$ cat config.mk
export PLATFORM = sky130hd
export DESIGN_NAME = cue_settings_parser
export DESIGN_NICKNAME = d
export VERILOG_FILES = /design/src/hdl/csp_pkg.sv /design/src/hdl/csp_scan.sv /design/src/hdl/csp_judge.sv /design/src/hdl/cue_settings_parser.sv
export SDC_FILE = /design/constraint.sdc
export NUM_CORES = 1
export LEC_CHECK = 0
export BUFFER_PORTS_ARGS = -buffer_cell sky130_fd_sc_hd__buf_2
export CAP_MARGIN = 30
export CELL_PAD_IN_SITES_DETAIL_PLACEMENT = 0
export CELL_PAD_IN_SITES_GLOBAL_PLACEMENT = 2
export CORE_UTILIZATION = 38
export DETAILED_ROUTE_END_ITERATION = 7
export PLACE_DENSITY_LB_ADDON = 0.1
export SLEW_MARGIN = 20
export SYNTH_ARGS = -nofsm -noshare
export SYNTH_HDL_FRONTEND = slang
export SYNTH_SLANG_ARGS = --single-unit
$ cat constraint.sdc
create_clock -name clock -period 10.23 [get_ports clock]
set_input_delay 2.5575 -clock clock [delete_from_list [all_inputs] [get_ports clock]]
set_output_delay 2.5575 -clock clock [all_outputs]
set_load 0.05 [all_outputs]
$ cat src/hdl/csp_pkg.sv
package csp_pkg;

   localparam int KEY_MAX = 31;
   localparam logic [32:0] NUM_SAT = 33'h080000000;

   typedef enum logic [1:0] {
      PH_SKIP  = 2'd0,
      PH_KEY   = 2'd1,
      PH_VALUE = 2'd2
   } phase_type;

   localparam logic [3:0] ST_OK        = 4'd0;
   localparam logic [3:0] ST_BAD_KEY   = 4'd1;
   localparam logic [3:0] ST_ALIGN     = 4'd2;
   localparam logic [3:0] ST_LINE      = 4'd4;
   localparam logic [3:0] ST_POSITION  = 4'd6;
   localparam logic [3:0] ST_SIZE      = 4'd8;
   localparam logic [3:0] ST_VERTICAL  = 4'd10;

   localparam int NF_BAD = 0;
   localparam int NF_DIGIT = 1;
   localparam int NF_MINUS_LATE = 2;
   localparam int NF_PCT = 3;
   localparam int NF_PCT_LATE = 4;
   localparam int NF_MINUS_FIRST = 5;

   typedef struct packed {
      logic [2:0]  align;
      logic [31:0] line_raw;
      logic        line_auto;
      logic        snap;
      logic [6:0]  position;
      logic [6:0]  size;
      logic [1:0]  vertical;
   } settings_type;

   localparam settings_type SETTINGS_DEFAULT = '{
      align: 3'd1, line_raw: 32'd0, line_auto: 1'b1, snap: 1'b1,
      position: 7'd50, size: 7'd100, vertical: 2'd0};

   typedef struct packed {
      phase_type   phase;
      logic [5:0]  key_length;
      logic [4:0]  key_match;
      logic [5:0]  value_length;
      logic [6:0]  word_match;
      logic [5:0]  flags;
      logic [32:0] accum;
   } word_type;

   localparam word_type WORD_CLEAR = '{
      phase: PH_SKIP, key_length: 6'd0, key_match: 5'h1f, value_length: 6'd0,
      word_match: 7'h7f, flags: 6'd0, accum: 33'd0};

   function automatic logic [7:0] key_char(input int k, input logic [5:0] i);
      logic [7:0] r;
      r = 8'h00;
      unique case (k)
         0: unique case (i)
               6'd0: r = "a"; 6'd1: r = "l"; 6'd2: r = "i"; 6'd3: r = "g"; 6'd4: r = "n";
               default: r = 8'h00;
            endcase
         1: unique case (i)
               6'd0: r = "l"; 6'd1: r = "i"; 6'd2: r = "n"; 6'd3: r = "e";
               default: r = 8'h00;
            endcase
         2: unique case (i)
               6'd0: r = "p"; 6'd1: r = "o"; 6'd2: r = "s"; 6'd3: r = "i";
               6'd4: r = "t"; 6'd5: r = "i"; 6'd6: r = "o"; 6'd7: r = "n";
               default: r = 8'h00;
            endcase
         3: unique case (i)
               6'd0: r = "s"; 6'd1: r = "i"; 6'd2: r = "z"; 6'd3: r = "e";
               default: r = 8'h00;
            endcase
         default: unique case (i)
               6'd0: r = "v"; 6'd1: r = "e"; 6'd2: r = "r"; 6'd3: r = "t";
               6'd4: r = "i"; 6'd5: r = "c"; 6'd6: r = "a"; 6'd7: r = "l";
               default: r = 8'h00;
            endcase
      endcase
      return r;
   endfunction

   function automatic logic [5:0] key_len(input int k);
      logic [5:0] r;
      unique case (k)
         0: r = 6'd5;
         1: r = 6'd4;
         2: r = 6'd8;
         3: r = 6'd4;
         default: r = 6'd8;
      endcase
      return r;
   endfunction

   function automatic logic [7:0] kw_char(input int k, input logic [5:0] i);
      logic [7:0] r;
      r = 8'h00;
      unique case (k)
         0: unique case (i)
               6'd0: r = "s"; 6'd1: r = "t"; 6'd2: r = "a"; 6'd3: r = "r"; 6'd4: r = "t";
               default: r = 8'h00;
            endcase
         1: unique case (i)
               6'd0: r = "m"; 6'd1: r = "i"; 6'd2: r = "d"; 6'd3: r = "d";
               6'd4: r = "l"; 6'd5: r = "e";
               default: r = 8'h00;
            endcase
         2: unique case (i)
               6'd0: r = "e"; 6'd1: r = "n"; 6'd2: r = "d";
               default: r = 8'h00;
            endcase
         3: unique case (i)
               6'd0: r = "l"; 6'd1: r = "e"; 6'd2: r = "f"; 6'd3: r = "t";
               default: r = 8'h00;
            endcase
         4: unique case (i)
               6'd0: r = "r"; 6'd1: r = "i"; 6'd2: r = "g"; 6'd3: r = "h"; 6'd4: r = "t";
               default: r = 8'h00;
            endcase
         5: unique case (i)
               6'd0: r = "l"; 6'd1: r = "r";
               default: r = 8'h00;
            endcase
         default: unique case (i)
               6'd0: r = "r"; 6'd1: r = "l";
               default: r = 8'h00;
            endcase
      endcase
      return r;
   endfunction

   function automatic logic [5:0] kw_len(input int k);
      logic [5:0] r;
      unique case (k)
         0: r = 6'd5;
         1: r = 6'd6;
         2: r = 6'd3;
         3: r = 6'd4;
         4: r = 6'd5;
         default: r = 6'd2;
      endcase
      return r;
   endfunction

endpackage

$ cat src/hdl/csp_scan.sv
module csp_scan (
   input  csp_pkg::word_type word_cur,
   input  logic [7:0]        char_byte,
   output csp_pkg::word_type word_nxt
);
   import csp_pkg::*;

   logic [36:0] times_ten;
   logic [36:0] accum_sum;

   always_comb begin
      word_nxt = word_cur;
      times_ten = '0;
      accum_sum = '0;
      if (word_cur.phase != PH_VALUE) begin
         word_nxt.phase = PH_KEY;
         if (char_byte == ":") begin
            for (int k = 0; k < 5; k++) begin
               if (key_len(k) != word_cur.key_length) word_nxt.key_match[k] = 1'b0;
            end
            word_nxt.phase = PH_VALUE;
         end else begin
            for (int k = 0; k < 5; k++) begin
               if (word_cur.key_length >= key_len(k) ||
                   key_char(k, word_cur.key_length) != char_byte)
                  word_nxt.key_match[k] = 1'b0;
            end
            if (word_cur.key_length != 6'd63) word_nxt.key_length = word_cur.key_length + 6'd1;
         end
      end else begin
         for (int k = 0; k < 7; k++) begin
            if (word_cur.value_length >= kw_len(k) ||
                kw_char(k, word_cur.value_length) != char_byte)
               word_nxt.word_match[k] = 1'b0;
         end
         if (word_cur.flags[NF_PCT]) word_nxt.flags[NF_PCT_LATE] = 1'b1;
         if (char_byte >= "0" && char_byte <= "9") begin
            word_nxt.flags[NF_DIGIT] = 1'b1;
            times_ten = {word_cur.accum, 3'b000} + {2'b00, word_cur.accum, 1'b0};
            accum_sum = times_ten + {33'd0, char_byte[3:0]};
            word_nxt.accum = (accum_sum > {4'd0, NUM_SAT}) ? NUM_SAT : accum_sum[32:0];
         end else if (char_byte == "-") begin
            if (word_cur.value_length == 6'd0) word_nxt.flags[NF_MINUS_FIRST] = 1'b1;
            else word_nxt.flags[NF_MINUS_LATE] = 1'b1;
         end else if (char_byte == "%") begin
            word_nxt.flags[NF_PCT] = 1'b1;
         end else begin
            word_nxt.flags[NF_BAD] = 1'b1;
         end
         if (word_cur.value_length != 6'd63) word_nxt.value_length = word_cur.value_length + 6'd1;
      end
   end

endmodule

$ cat src/hdl/csp_judge.sv
module csp_judge (
   input  csp_pkg::word_type     word_fin,
   input  csp_pkg::settings_type set_cur,
   input  logic [4:0]            have_cur,
   output csp_pkg::settings_type set_nxt,
   output logic [4:0]            have_nxt,
   output logic [3:0]            status
);
   import csp_pkg::*;

   logic [5:0]  f;
   logic        pct;
   logic        hit_any;
   logic [2:0]  hit_idx;
   logic [2:0]  key;
   logic        in_range;
   logic [31:0] neg_val;

   always_comb begin
      f = word_fin.flags;
      pct = f[NF_PCT];
      in_range = word_fin.accum <= 33'd100;
      neg_val = 32'd0 - word_fin.accum[31:0];
      set_nxt = set_cur;
      have_nxt = have_cur;
      status = ST_BAD_KEY;
      key = 3'd5;
      for (int k = 0; k < 5; k++) begin
         if (word_fin.key_match[k]) key = 3'(k);
      end
      hit_any = 1'b0;
      hit_idx = 3'd0;
      if (word_fin.phase != PH_VALUE || word_fin.key_length == 6'd0 ||
          word_fin.value_length == 6'd0 || word_fin.key_length > 6'(KEY_MAX)) begin
         status = ST_BAD_KEY;
      end else begin
         unique case (key)
            3'd0: begin
               for (int k = 4; k >= 0; k--) begin
                  if (word_fin.word_match[k] && word_fin.value_length == kw_len(k)) begin
                     hit_any = 1'b1;
                     hit_idx = 3'(k);
                  end
               end
               if (hit_any) begin
                  set_nxt.align = hit_idx;
                  status = have_cur[0] ? ST_ALIGN + 4'd1 : ST_OK;
                  have_nxt[0] = 1'b1;
               end else begin
                  status = ST_ALIGN;
               end
            end
            3'd1: begin
               if (f[NF_BAD] || f[NF_MINUS_LATE] || f[NF_PCT_LATE] || !f[NF_DIGIT] ||
                   (pct && f[NF_MINUS_FIRST]) || (pct && !in_range)) begin
                  status = ST_LINE;
               end else begin
                  if (f[NF_MINUS_FIRST]) set_nxt.line_raw = neg_val;
                  else if (word_fin.accum > 33'h07fffffff) set_nxt.line_raw = 32'h7fffffff;
                  else set_nxt.line_raw = word_fin.accum[31:0];
                  set_nxt.line_auto = 1'b0;
                  set_nxt.snap = !pct;
                  status = have_cur[1] ? ST_LINE + 4'd1 : ST_OK;
                  have_nxt[1] = 1'b1;
               end
            end
            3'd2, 3'd3: begin
               if (f[NF_BAD] || f[NF_MINUS_FIRST] || f[NF_MINUS_LATE] || f[NF_PCT_LATE] ||
                   !f[NF_DIGIT] || !pct || !in_range) begin
                  status = (key == 3'd2) ? ST_POSITION : ST_SIZE;
               end else if (key == 3'd2) begin
                  set_nxt.position = word_fin.accum[6:0];
                  status = have_cur[2] ? ST_POSITION + 4'd1 : ST_OK;
                  have_nxt[2] = 1'b1;
               end else begin
                  set_nxt.size = word_fin.accum[6:0];
                  status = have_cur[3] ? ST_SIZE + 4'd1 : ST_OK;
                  have_nxt[3] = 1'b1;
               end
            end
            3'd4: begin
               if (word_fin.word_match[5] && word_fin.value_length == kw_len(5)) begin
                  set_nxt.vertical = 2'd1;
                  hit_any = 1'b1;
               end else if (word_fin.word_match[6] && word_fin.value_length == kw_len(6)) begin
                  set_nxt.vertical = 2'd2;
                  hit_any = 1'b1;
               end
               if (hit_any) begin
                  status = have_cur[4] ? ST_VERTICAL + 4'd1 : ST_OK;
                  have_nxt[4] = 1'b1;
               end else begin
                  status = ST_VERTICAL;
               end
            end
            default: status = ST_BAD_KEY;
         endcase
      end
   end

endmodule

$ cat src/hdl/cue_settings_parser.sv
// channel  | valid / stall          | payload
// req      | req_valid / req_stall  | req_op, req_char_byte, req_line_end
// rsp      | rsp_valid / rsp_stall  | rsp_status .. rsp_last_word
// One byte per cycle while req_stall is low; a word's status is registered in the cycle
// its end byte is accepted and shown on the next cycle. Byte scan and word check are one
// combinational pass between the parse-state registers and the result register.
// Reset is synchronous and restores cue defaults. req_stall is high while a
// result is held and stalled, whether or not the next byte would produce one.
module cue_settings_parser (
   input  logic        clock,
   input  logic        reset,
   input  logic        req_valid,
   output logic        req_stall,
   input  logic        req_op,
   input  logic [7:0]  req_char_byte,
   input  logic        req_line_end,
   output logic        rsp_valid,
   input  logic        rsp_stall,
   output logic [3:0]  rsp_status,
   output logic [2:0]  rsp_align_mode,
   output logic signed [31:0] rsp_line_number,
   output logic        rsp_line_is_auto,
   output logic        rsp_snap_lines,
   output logic [6:0]  rsp_text_position,
   output logic [6:0]  rsp_box_size,
   output logic [1:0]  rsp_writing_dir,
   output logic        rsp_last_word
);
   import csp_pkg::*;

   word_type     word_ff, word_in, word_scan;
   settings_type set_ff, set_in, set_judge;
   logic [4:0]   have_ff, have_in, have_judge;
   logic         done_ff, done_in;
   logic [3:0]   judge_status;
   logic         rvalid_ff, rvalid_in;
   logic [3:0]   rstat_ff;
   settings_type rset_ff;
   logic         rlast_ff;
   logic         take, emit, last, is_nl, is_sp, in_word, out_free;

   csp_scan u_scan (.word_cur(word_ff), .char_byte(req_char_byte), .word_nxt(word_scan));

   csp_judge u_judge (
      .word_fin(is_nl || is_sp ? word_ff : word_scan), .set_cur(set_ff),
      .have_cur(have_ff), .set_nxt(set_judge), .have_nxt(have_judge),
      .status(judge_status));

   assign out_free = !rvalid_ff || !rsp_stall;
   assign req_stall = !out_free;
   assign take = req_valid && out_free;
   assign is_nl = req_char_byte == 8'h0d || req_char_byte == 8'h0a;
   assign is_sp = req_char_byte == 8'h20 || req_char_byte == 8'h09;
   assign in_word = word_ff.phase != PH_SKIP;

   always_comb begin
      word_in = word_ff;
      set_in = set_ff;
      have_in = have_ff;
      done_in = done_ff;
      emit = 1'b0;
      last = 1'b0;
      if (take) begin
         if (req_op) begin
            word_in = WORD_CLEAR;
            set_in = SETTINGS_DEFAULT;
            have_in = 5'd0;
            done_in = 1'b0;
         end else if (done_ff) begin
            if (req_line_end) begin
               done_in = 1'b0;
               word_in = WORD_CLEAR;
            end
         end else if (is_nl) begin
            emit = in_word;
            last = 1'b1;
            word_in = WORD_CLEAR;
            done_in = !req_line_end;
         end else if (is_sp) begin
            emit = in_word;
            last = req_line_end;
            word_in = WORD_CLEAR;
         end else if (req_line_end) begin
            emit = 1'b1;
            last = 1'b1;
            word_in = WORD_CLEAR;
         end else begin
            word_in = word_scan;
         end
         if (emit) begin
            set_in = set_judge;
            have_in = have_judge;
         end
      end
      rvalid_in = emit || (rvalid_ff && rsp_stall);
   end

   always_ff @(posedge clock) begin
      if (reset) begin
         word_ff <= WORD_CLEAR;
         set_ff <= SETTINGS_DEFAULT;
         have_ff <= 5'd0;
         done_ff <= 1'b0;
         rvalid_ff <= 1'b0;
      end else begin
         word_ff <= word_in;
         set_ff <= set_in;
         have_ff <= have_in;
         done_ff <= done_in;
         rvalid_ff <= rvalid_in;
      end
   end

   always_ff @(posedge clock) begin
      if (emit) begin
         rstat_ff <= judge_status;
         rset_ff <= set_in;
         rlast_ff <= last;
      end
   end

   assign rsp_valid = rvalid_ff;
   assign rsp_status = rstat_ff;
   assign rsp_align_mode = rset_ff.align;
   assign rsp_line_number = rset_ff.line_auto ? 32'sd0 : signed'(rset_ff.line_raw);
   assign rsp_line_is_auto = rset_ff.line_auto;
   assign rsp_snap_lines = rset_ff.snap;
   assign rsp_text_position = rset_ff.position;
   assign rsp_box_size = rset_ff.size;
   assign rsp_writing_dir = rset_ff.vertical;
   assign rsp_last_word = rlast_ff;

endmodule

==> key figures <==
Critical path
  – Startpoint Class: input port
  – Crit Path Class: in -> reg
  – Slowest stage delay, CP: 760 ps
  – Worst setup EP type: register
  – Buf+Inv Stages, Crit Path: 7
  – Crit path max-delay family: compound AO/OA/AOI/OAI gates
  – Arrival @ worst endpoint: 9030 ps
  – Slowest-stage cell, CP: a2111oi_0
  – Req. time, crit path: 10410 ps
  – Crit-path max FO: 54

Floorplan
  – IO Pins: 74
  – Die ar.: 0.0403 mm^2
  – Die Ht: 201 um
  – FP Rows: 72
  – Starting Density: 0.386
  – Chip width: 201 um
  – Core ar.: 0.0388 mm^2

Route
  – Initial drt markers: 1362
  – Initial DRT Pass Iterations: 5
  – Residual DRC: 0
  – Total number of vias: 15100
  – Via-to-Cell Ratio: 6.07
  – Drt wl/cell: 21.6 um
  – Routed wire length: 53600 um
  – Post-route ant nets: 0

Timing
  – Layout Skew: 20.9 ps
  – Final Hold Vio Count: 0
  – Post-route minimum period: 8860 ps
  – RSZ-0062 raised after global routing: no
  – Slew headroom: 0.390
  – Hold WS: 454 ps
  – Highest clock rate: 113 MHz
  – Final worst-path cycle share: 0.866
  – Final Max Tran Viols: 0
  – Worst-Margin Slew: 916 ps
  – Setup violations, final: 0
  – Sum Neg Setup Slack: 0 ps

Layout
  – Storage element area: 0.00444 mm^2
  – ANT cells: 0
  – Fraction of layout cells with a size suffix above 1: 0.105
  – P&R area growth vs syn: 8.86%
  – Area occupied by multi-input gates: 0.00968 mm^2
  – Nets: 2048
  – Fillers: 4007

Synthesis
  – #FFs+latches synth: 193
  – Synth cell count leaders: 221 x nand2_1, 201 x nor2_1, 139 x o21ai_0
  – Syn. warnings: 0
  – Avg Cell Area, Syn: 7.67 um^2
  – Main synth FF type: dfxtp_1
  – Top cell type by total area after synthesis: dfxtp_1
  – Most numerous cell in the Yosys netlist: nand2_1
  – Synth Net Count: 2051
  – Top post-synthesis cells by area: dfxtp_1 18%, edfxtp_1 12%, ha_1 6.7%
  – Share of the synthesized area in the top cell type: 0.180
  – Fraction of registers with async set/reset: 0
  – Synth Cell Area: 0.0150 mm^2
  – Post-synth EDFFs: 58
  – Cell count after synthesis: 1955
  – Register area share after synthesis: 0.296
  – Synth cell types: 96

Min path
  – Min-Delay Path Class: reg -> reg

CTS
  – TritonCTS Buffers: 17
  – Hold bufs inserted after CTS: 0
  – CTS tree: yes
  – H-tree depth: 4
  – Clk_lat worst skew: 470 ps
  – Clock tree root driver cell: clkbuf_16
  – CTS Sinks: 193
  – Post-CTS setup buffers: 0
  – Post-CTS resize count: 0
  – Clk slew on worst S/H paths: 80 ps
  – Clk buf depth: 2

Placed design
  – # port buffers: 73
  – Placer Congestion: 0.914
  – Dpl hpwl: 40300 um

Global route
  – Largest net degree at the start of global routing: 55
  – Vias in the first global route: 13800
  – Gr ovfl total: 0
  – First-pass GRT wire length: 83100 um
  – Gr usage total: 0.263
  – Initial antenna violation count: 0

Outcome
  – Outcome: complete, no violations

Pwr
  – Max VDD drop: 0.000115 V
  – Pwr per Cell Area: 97.5 mW/mm^2
  – Pleak: 6.31 nW

Flow run
  – Max Cap Viol: 0
-- state kept, by name, indices dropped and copies added (netlist names), named ones only --
signal             cells
have_ff                5
rsp_snap_lines         1
rsp_line_is_auto       1
rsp_valid              1
rsp_last_word          1
word_ff               65
set_ff                53
rsp_align_mode         3
rsp_text_position      7
rset_ff               32
rsp_status             4
rsp_writing_dir        2
done_ff                1
rsp_box_size           7
-- report_power, final --
| part | total (mW) | leakage (nW) | switching, mW | internal [mW] |
|---|---|---|---|---|
| registers | 0.795 | 1.61 | 0.00333 | 0.792 |
| clock network | 0.694 | 0.291 | 0.361 | 0.333 |
| logic | 0.104 | 4.41 | 0.0772 | 0.0264 |
-- placed cells by master (no fill, tap or decap), types with 8 or more instances in the layout --
cell and instances:
o211ai_1 46, o32ai_1 15, o2111ai_1 9, nor3_1 44, a22oi_1 38, xor2_1 16, inv_1 66, o31ai_1 31
a211oi_1 13, nand2_1 221, nand4_1 21, nor4_1 27, a41oi_1 9, a2111oi_0 9, o21ai_1 32, a32oi_1 11
nand2b_1 24, and2_1 27, buf_2 73, o22ai_1 17, clkbuf_16 17, o21ai_0 139, a22o_1 10, nor2_1 200
and3_1 16, a21oi_1 123, xnor2_1 21, or2_2 23, mux2i_1 10, or3_1 21, a21o_1 18, nand3_1 62
nor2b_1 44, or4_1 8, edfxtp_1 58, ha_1 80, a31oi_1 27, buf_4 42, dfxtp_1 135
-- layout make-up --
| class | instances | area share |
|---|---|---|
| sequential | 193 | 0.272 |
| tap | 518 | 0.0397 |
| inverter | 68 | 0.0156 |
| timing repair buffer | 117 | 0.0429 |
| clock inverter | 15 | 0.0109 |
| multi-input combinational | 1555 | 0.593 |
| clock buffer | 17 | 0.0261 |
-- cells by family (layout without fill, tap and decap cells) --
group	count (synthesis)	after routing	synth area share
AOI/OAI and AO/OA	647	647	0.293
buffers and inverters	207	217	0.0598
and+or+nand+nor	776	776	0.251
muxes	13	13	0.00893
xor gates and xnor gates	37	37	0.0216
adders and majority gates	82	82	0.0694
DFF	193	193	0.296
-- routing by layer --
| layer | global-route usage | vias up | share of wire |
|---|---|---|---|
| met4 | 0.0851 | 0 | 0.025 |
| met5 | 0 | - | 0 |
| met1 | 0.397 | 7194 | 0.50 |
| li1 | - | 7254 | - |
| met3 | 0.0390 | 71 | 0.062 |
| met2 | 0.379 | 562 | 0.42 |
-- worst paths after layout --
kind                                        from          end  slack [ps]  depth (start not counted)
worst max-delay path            req_char_byte[3]  rset_ff[39]        1370                         26
worst min-delay path                 word_ff[40]  word_ff[40]         450                          2
worst max register to register       word_ff[12]  rset_ff[39]        3110                         23
worst min register to register       word_ff[40]  word_ff[40]         450                          2
-- through the flow --
step / instance area, um^2 / std cells / worst slack, ps / total power, mW / util
2_1_floorplan: 15000 / 1955 / 1480 / 0.886 / -
3_3_place_gp: 15700 / 2448 / 1080 / 0.916 / 0.404
3_5_place_dp: 15700 / 2448 / 933 / 0.916 / 0.404
4_1_cts: 16300 / 2480 / 1430 / 1.61 / 0.420
5_1_grt: 16300 / 2483 / 922 / 1.64 / 0.421
6_report: 16300 / 2483 / 1370 / 1.59 / 0.421
-- worst register-to-register path, stage by stage (launching register included) --
cell       delay, ps
dfxtp_1          600
ha_1             320
ha_1             490
and4_1           360
and2_1           240
o211ai_1         160
a2111oi_0        760
nor3_1           130
or2_2            510
a21oi_2          180
buf_4            200
o31ai_1          110
buf_4            190
inv_1            100
ha_1             220
o21ai_0          120
a211oi_1         230
o2111ai_1        200
or4_4            610
a21oi_4          170
nor2_1           100
a21oi_4          140
buf_4            470
o21ai_0          230
Power figures use the tool's default switching activity.
